### src/wfp_pkg.sv
// wfp_pkg: shared types and constants for the websocket frame parser
// no dependencies; imported by every module of the parser but wfp_in_stage
`timescale 1ns / 1ps

package wfp_pkg;

  // status codes on the result channel
  localparam logic [1:0] STATUS_CONT = 2'd0;
  localparam logic [1:0] STATUS_DONE = 2'd1;
  localparam logic [1:0] STATUS_BAD  = 2'd2;

  // control opcodes (close, ping, pong)
  localparam logic [3:0] OP_CLOSE = 4'h8;
  localparam logic [3:0] OP_PING  = 4'h9;
  localparam logic [3:0] OP_PONG  = 4'hA;

  // 7-bit length escapes for extended length fields
  localparam logic [6:0] LEN_EXT16 = 7'd126;
  localparam logic [6:0] LEN_EXT64 = 7'd127;

  // byte counts of the header fields
  localparam logic [3:0] EXT16_BYTES = 4'd2;
  localparam logic [3:0] EXT64_BYTES = 4'd8;
  localparam logic [3:0] KEY_BYTES   = 4'd4;

  // one result beat
  typedef struct packed {
    logic [1:0]  status;
    logic        header_done;
    logic        final_flag;
    logic [2:0]  reserved_bits;
    logic [3:0]  frame_opcode;
    logic [63:0] frame_length;
    logic        payload_valid;
    logic [7:0]  payload_byte;
    logic        was_unmasked;
    logic [7:0]  mask_byte;
  } wfp_res_t;

  function automatic logic is_control(input logic [3:0] op);
    is_control = (op == OP_CLOSE) || (op == OP_PING) || (op == OP_PONG);
  endfunction

endpackage

### src/wfp_in_stage.sv
// wfp_in_stage: input register for incoming stream bytes
// depends on nothing but the clock; stall comes from the downstream advance
`timescale 1ns / 1ps

module wfp_in_stage (
  input  logic       clk,
  input  logic       rst,
  input  logic       in_valid,
  output logic       in_stall,
  input  logic [7:0] data_byte,
  input  logic       advance,
  output logic       full,
  output logic [7:0] byte_q
);

  // hold while a byte is parked and the parser cannot take it
  assign in_stall = full && !advance;

  // occupancy flag
  always_ff @(posedge clk) begin
    if (rst) begin
      full <= 1'b0;
    end else if (!in_stall) begin
      full <= in_valid;
    end
  end

  // byte register
  always_ff @(posedge clk) begin
    if (in_valid && !in_stall) begin
      byte_q <= data_byte;
    end
  end

endmodule

### src/wfp_parse.sv
// wfp_parse: frame header/payload state machine, one byte per step
// depends on wfp_pkg; result goes combinationally to the output stage
`timescale 1ns / 1ps

module wfp_parse
  import wfp_pkg::*;
(
  input  logic       clk,
  input  logic       rst,
  input  logic       step,
  input  logic [7:0] data_byte,
  output wfp_res_t   res
);

  typedef enum logic [2:0] {
    ST_FIRST  = 3'd0,
    ST_SECOND = 3'd1,
    ST_LEN16  = 3'd2,
    ST_LEN64  = 3'd3,
    ST_MASK   = 3'd4,
    ST_CTRL   = 3'd5,
    ST_DATA   = 3'd6
  } stage_t;

  stage_t      stage, stage_next;
  logic [3:0]  field_cnt, field_cnt_next;
  logic        fin_bit, fin_bit_next;
  logic [2:0]  rsv_bits, rsv_bits_next;
  logic [3:0]  opcode_reg, opcode_reg_next;
  logic [63:0] length_reg, length_reg_next;
  logic [31:0] mask_key, mask_key_next;
  logic [63:0] payload_count, payload_count_next;

  logic [3:0]  cnt_inc;
  logic [63:0] len_base;
  logic [63:0] count_inc;
  logic [7:0]  key_sel;

  assign cnt_inc   = field_cnt + 4'd1;
  assign count_inc = payload_count + 64'd1;
  assign len_base  = (field_cnt == 4'd0) ? 64'd0 : length_reg;

  // key byte for this payload position, first key byte at offset zero
  always_comb begin
    case (payload_count[1:0])
      2'd0:    key_sel = mask_key[31:24];
      2'd1:    key_sel = mask_key[23:16];
      2'd2:    key_sel = mask_key[15:8];
      default: key_sel = mask_key[7:0];
    endcase
  end

  // next state and result for the byte being consumed
  always_comb begin
    stage_next         = stage;
    field_cnt_next     = field_cnt;
    fin_bit_next       = fin_bit;
    rsv_bits_next      = rsv_bits;
    opcode_reg_next    = opcode_reg;
    length_reg_next    = length_reg;
    mask_key_next      = mask_key;
    payload_count_next = payload_count;
    res                = '0;
    res.status         = STATUS_CONT;

    case (stage)
      ST_SECOND: begin
        length_reg_next = {57'd0, data_byte[6:0]};
        field_cnt_next  = 4'd0;
        if (!data_byte[7]) begin
          res.status = STATUS_BAD;
          stage_next = ST_FIRST;
        end else if (data_byte[6:0] == LEN_EXT16) begin
          stage_next = ST_LEN16;
        end else if (data_byte[6:0] == LEN_EXT64) begin
          stage_next = ST_LEN64;
        end else begin
          stage_next = ST_MASK;
        end
      end
      ST_LEN16, ST_LEN64: begin
        if (is_control(opcode_reg)) begin
          res.status = STATUS_BAD;
          stage_next = ST_FIRST;
        end else begin
          length_reg_next = {len_base[55:0], data_byte};
          field_cnt_next  = cnt_inc;
          if (cnt_inc >= ((stage == ST_LEN16) ? EXT16_BYTES : EXT64_BYTES)) begin
            field_cnt_next = 4'd0;
            stage_next     = ST_MASK;
          end
        end
      end
      ST_MASK: begin
        mask_key_next  = {mask_key[23:0], data_byte};
        field_cnt_next = cnt_inc;
        if (cnt_inc >= KEY_BYTES) begin
          field_cnt_next     = 4'd0;
          res.header_done    = 1'b1;
          payload_count_next = 64'd0;
          if (length_reg == 64'd0) begin
            res.status = STATUS_DONE;
            stage_next = ST_FIRST;
          end else begin
            stage_next = is_control(opcode_reg) ? ST_CTRL : ST_DATA;
          end
        end
      end
      ST_CTRL, ST_DATA: begin
        res.payload_valid = 1'b1;
        res.mask_byte     = key_sel;
        if (stage == ST_CTRL) begin
          res.payload_byte = data_byte ^ key_sel;
          res.was_unmasked = 1'b1;
        end else begin
          res.payload_byte = data_byte;
        end
        payload_count_next = count_inc;
        if (count_inc == length_reg) begin
          res.status = STATUS_DONE;
          stage_next = ST_FIRST;
        end
      end
      default: begin
        // first header byte, also any unused stage code
        fin_bit_next    = data_byte[7];
        rsv_bits_next   = data_byte[6:4];
        opcode_reg_next = data_byte[3:0];
        length_reg_next = 64'd0;
        field_cnt_next  = 4'd0;
        stage_next      = ST_SECOND;
      end
    endcase

    res.final_flag    = fin_bit_next;
    res.reserved_bits = rsv_bits_next;
    res.frame_opcode  = opcode_reg_next;
    res.frame_length  = length_reg_next;
  end

  // parser state
  always_ff @(posedge clk) begin
    if (rst) begin
      stage         <= ST_FIRST;
      field_cnt     <= 4'd0;
      fin_bit       <= 1'b0;
      rsv_bits      <= 3'd0;
      opcode_reg    <= 4'd0;
      length_reg    <= 64'd0;
      mask_key      <= 32'd0;
      payload_count <= 64'd0;
    end else if (step) begin
      stage         <= stage_next;
      field_cnt     <= field_cnt_next;
      fin_bit       <= fin_bit_next;
      rsv_bits      <= rsv_bits_next;
      opcode_reg    <= opcode_reg_next;
      length_reg    <= length_reg_next;
      mask_key      <= mask_key_next;
      payload_count <= payload_count_next;
    end
  end

endmodule

### src/wfp_out_stage.sv
// wfp_out_stage: result register driving the output channel
// depends on wfp_pkg for the result beat type
`timescale 1ns / 1ps

module wfp_out_stage
  import wfp_pkg::*;
(
  input  logic     clk,
  input  logic     rst,
  input  logic     take,
  input  wfp_res_t res_in,
  output logic     advance,
  output logic     out_valid,
  input  logic     out_stall,
  output wfp_res_t res_q
);

  // register can load when empty or being drained this cycle
  assign advance = !out_valid || !out_stall;

  always_ff @(posedge clk) begin
    if (rst) begin
      out_valid <= 1'b0;
    end else if (advance) begin
      out_valid <= take;
    end
  end

  // result beat
  always_ff @(posedge clk) begin
    if (advance && take) begin
      res_q <= res_in;
    end
  end

endmodule

### src/websocket_frame_parser_core.sv
// websocket_frame_parser_core: top level of the websocket frame parser
// depends on wfp_pkg, wfp_in_stage, wfp_parse, wfp_out_stage
//
//   channel | handshake            | payload
//   input   | in_valid / in_stall  | data_byte
//   output  | out_valid / out_stall| status .. mask_byte
//
// one byte per clock sustained while out_stall lets the result register drain;
// an accepted byte loads into the input register, and the parser steps it into
// the result register, where its result beat is offered.
// the rate is set by the parser state registers, which update once per byte.
// rst is synchronous and clears the stage, counters and both valid flags.
// out_stall holds the result register and, through it, the input register.
`timescale 1ns / 1ps

module websocket_frame_parser_core
  import wfp_pkg::*;
(
  input  logic        clk,
  input  logic        rst,
  input  logic        in_valid,
  output logic        in_stall,
  input  logic [7:0]  data_byte,
  output logic        out_valid,
  input  logic        out_stall,
  output logic [1:0]  status,
  output logic        header_done,
  output logic        final_flag,
  output logic [2:0]  reserved_bits,
  output logic [3:0]  frame_opcode,
  output logic [63:0] frame_length,
  output logic        payload_valid,
  output logic [7:0]  payload_byte,
  output logic        was_unmasked,
  output logic [7:0]  mask_byte
);

  logic       advance;
  logic       full;
  logic [7:0] byte_q;
  wfp_res_t   res_next;
  wfp_res_t   res_q;

  wfp_in_stage u_in (
    .clk      (clk),
    .rst      (rst),
    .in_valid (in_valid),
    .in_stall (in_stall),
    .data_byte(data_byte),
    .advance  (advance),
    .full     (full),
    .byte_q   (byte_q)
  );

  wfp_parse u_parse (
    .clk      (clk),
    .rst      (rst),
    .step     (full && advance),
    .data_byte(byte_q),
    .res      (res_next)
  );

  wfp_out_stage u_out (
    .clk      (clk),
    .rst      (rst),
    .take     (full),
    .res_in   (res_next),
    .advance  (advance),
    .out_valid(out_valid),
    .out_stall(out_stall),
    .res_q    (res_q)
  );

  // result fields
  assign status        = res_q.status;
  assign header_done   = res_q.header_done;
  assign final_flag    = res_q.final_flag;
  assign reserved_bits = res_q.reserved_bits;
  assign frame_opcode  = res_q.frame_opcode;
  assign frame_length  = res_q.frame_length;
  assign payload_valid = res_q.payload_valid;
  assign payload_byte  = res_q.payload_byte;
  assign was_unmasked  = res_q.was_unmasked;
  assign mask_byte     = res_q.mask_byte;

endmodule

### config.mk
export PLATFORM = sky130hd
export DESIGN_NAME = websocket_frame_parser_core
export DESIGN_NICKNAME = d
export VERILOG_FILES = /design/src/wfp_pkg.sv /design/src/wfp_in_stage.sv /design/src/wfp_parse.sv /design/src/wfp_out_stage.sv /design/src/websocket_frame_parser_core.sv
export SDC_FILE = /design/constraint.sdc
export NUM_CORES = 1
export LEC_CHECK = 0
export BUFFER_PORTS_ARGS = -buffer_cell sky130_fd_sc_hd__buf_2
export CORE_MARGIN = 2
export CORE_UTILIZATION = 40
export CTS_BUF_LIST = sky130_fd_sc_hd__clkbuf_8
export DETAILED_ROUTE_END_ITERATION = 16
export GPL_ROUTABILITY_DRIVEN = 0
export PLACE_DENSITY_LB_ADDON = 0.1
export SYNTH_ARGS = -nofsm -noshare
export SYNTH_HDL_FRONTEND = slang
export SYNTH_SLANG_ARGS = --single-unit
export TNS_END_PERCENT = 100
### constraint.sdc
create_clock -name clk -period 4.8 [get_ports clk]
set_clock_uncertainty 0.15 [all_clocks]
set_input_delay 0 -clock clk [delete_from_list [all_inputs] [get_ports clk]]
set_output_delay 0 -clock clk [all_outputs]
set_load 0.01 [all_outputs]
==> flow_summary.json <==
{
  "outcome": "finished, final reports clean",
  "n_antenna_cell": 0,
  "critical_path.cell_chain": "ha_1 -> nand3_1 -> or2_2 -> or4_1 -> xnor2_1 -> or4_1 -> or3_1 -> nor4_1 -> a31oi_1 -> o21ba_1 -> a211oi_1",
  "maxSlewHeadroom": 0.225,
  "antenna_found_initial": 0,
  "grt_pass1_vias": 11000,
  "post_cts_resized": 0,
  "root_buffer": "clkbuf_8",
  "async_flop_share": 0,
  "drive_gt1_frac": 0.127,
  "ant_nets": 0,
  "path_clk_slew_ns": 0.06,
  "maxCapViolations": 0,
  "dpl.hpwl_um": 29200,
  "syn_to_final_growth_pct": 14.2,
  "syn-mean-instance-area_um2": 8.77,
  "fill_cells": 3354,
  "endpoint_kind": "flop",
  "layout.nets": 1686,
  "drc": 0,
  "core_um2": 34300,
  "hold_viol_final": 0,
  "yosysMostFrequentCell": "nand2_1",
  "syn-cell-area_um2": 13800,
  "hold_buffers": 23,
  "setup_viol": 0,
  "wl_per_cell_um": 19.8,
  "yosys_register_bits": 278,
  "worst_ep_arrival_time_ns": 4.57,
  "critPathKind": "flop to flop",
  "yosysTopAreaCellShare": 0.256,
  "largest_reg_flops": 93,
  "ys_types": 61,
  "synthesis.nets": 1600,
  "finalPower_mw": 4.88,
  "slew_violations": 0,
  "hold_start": "u_parse.mask_key[27]",
  "drtPass1Iterations": 6,
  "min_path_cells": 2,
  "clk_latency_ns": 0.58,
  "synth_top_flop_cell": "dfxtp_1",
  "yosysTopAreaCell": "dfxtp_1",
  "fp.dieArea_um2": 36100,
  "die_h_um": 190,
  "rsz0062_at_grt": "no",
  "slowest_stage": "or4_1",
  "grt.overflow.total": 0,
  "ys_top_cells_by_area": "dfxtp_1 26%, edfxtp_1 22%, nand2_1 7.7%, a21oi_1 6.4%, xnor2_1 4.9%",
  "fin_cells": 2157,
  "cts_htree_levels": 2,
  "die_w_um": 190,
  "postSynthCellCount": 1579,
  "grt_first_pass_wirelength_um": 65200,
  "vdd_drop_max_v": 0.000200,
  "min_path_type": "flop to flop",
  "post-cts-setup-buffers": 0,
  "ys_seq_area_frac": 0.475,
  "drt_wl_total_um": 42700,
  "cp-start-kind": "flop",
  "synth_edf_count": 101,
  "post-place-ws_ns": 0.599,
  "ys_warn_count": 0,
  "port_buffers": 106,
  "synth_commonest_cells": "283 x nand2_1, 177 x dfxtp_1, 176 x a21oi_1, 120 x nor2_1, 101 x edfxtp_1",
  "crit_path_max_fanout": 12,
  "finalInstanceArea_um2": 15800,
  "required_ns": 5.12,
  "tns_ns": 0,
  "drt_iter0_drc": 1276,
  "layout_setup_ws_ns": 0.553,
  "multiInputGateArea_um2": 6760,
  "clkSinkCount": 278,
  "period_needed_ns": 4.25,
  "cts_buffers": 48,
  "p_leak_nw": 5.51,
  "ioPinCount": 107,
  "worstSetupStartpoint": "u_parse.payload_count[0]",
  "rows": 68,
  "tightest_slew_ns": 1.16,
  "vias": 12200,
  "crit_top_cell": "or4_1",
  "period_share": 0.885,
  "grtUsageTotal": 0.232,
  "clockBufferDepth": 3,
  "whs_ns": 0.306,
  "critPathMaxStageDelay_ns": 0.56,
  "post_drt_via_cell_ratio": 5.67,
  "start_util": 0.404,
  "grt_max_degree": 105,
  "final_core_util": 0.461,
  "place_area_um2": 14700,
  "r2r_start": "u_parse.payload_count[0]",
  "fmax_mhz": 235,
  "ff2ff_path_depth": 11,
  "cts_tree": "yes",
  "seq_area_um2": 6580,
  "pwr_density_cell_nw_per_um2": 309,
  "dp_cells": 2047
}
final timing paths:
kind	endpoint	slack, ns
worst max-delay path	u_parse.stage[1]	0.55
worst min-delay path	u_parse.mask_key[27]	0.31
worst max register to register	u_parse.stage[1]	0.55
worst min register to register	u_parse.mask_key[27]	0.31
kinds of logic (layout without fill, tap and decap cells):
| logic type | Yosys count | count (layout) | synth area share |
|---|---|---|---|
| simple gates | 665 | 665 | 0.233 |
| compound gates | 376 | 376 | 0.169 |
| flops | 278 | 278 | 0.475 |
| buf+inv | 133 | 256 | 0.0385 |
| xor+xnor | 107 | 107 | 0.0677 |
| mux | 11 | 11 | 0.00867 |
| fa+ha+maj | 9 | 9 | 0.00813 |
placed cells by master (no fill, tap or decap), drive strengths merged, types with 9 or more instances in the layout:
cell and n:
nand2 283, dfxtp 177, a21oi 176, buf 130
nor2 120, edfxtp 101, xnor2 77, a22o 64
o21ai 59, clkbuf 53, nor3 46, nand4 41
inv 38, nor4 38, nand3 32, xor2 30
dlygate4sd3 23, and3 20, or3 18, and4 15
or4 15, a211oi 13, nand3b 10, o31ai 10
clkinv 10, a31oi 9, o211ai 9, ha 9
and2 9
metal layers:
layer,global-route usage,share of wire
met1,0.353,0.48
met4,0.0704,0.025
met5,0,0
met2,0.335,0.42
met3,0.0371,0.066
where the power goes:
part	switching, mW	total, mW	internal, mW
combinational	0.201	0.297	0.0956
clock	0.983	2.05	1.07
sequential	0.0369	2.53	2.50
total	1.22	4.88	3.66
critical path: cells and delay by family (launching register included):
| family | cells | cell delay (ns) |
|---|---|---|
| flops | 1 | 0.46 |
| xor+xnor | 1 | 0.17 |
| simple gates | 6 | 2.38 |
| compound gates | 3 | 0.66 |
| fa+ha+maj | 1 | 0.31 |
cell type report:
| class | instances | share of cell area |
|---|---|---|
| clock buffer | 53 | 0.0461 |
| clock inverter | 34 | 0.0110 |
| inverter | 16 | 0.00411 |
| multi-input combinational | 1168 | 0.427 |
| sequential | 278 | 0.416 |
| tap | 455 | 0.0360 |
| timing repair buffer | 153 | 0.0596 |
(Power assumes the default switching activity.)
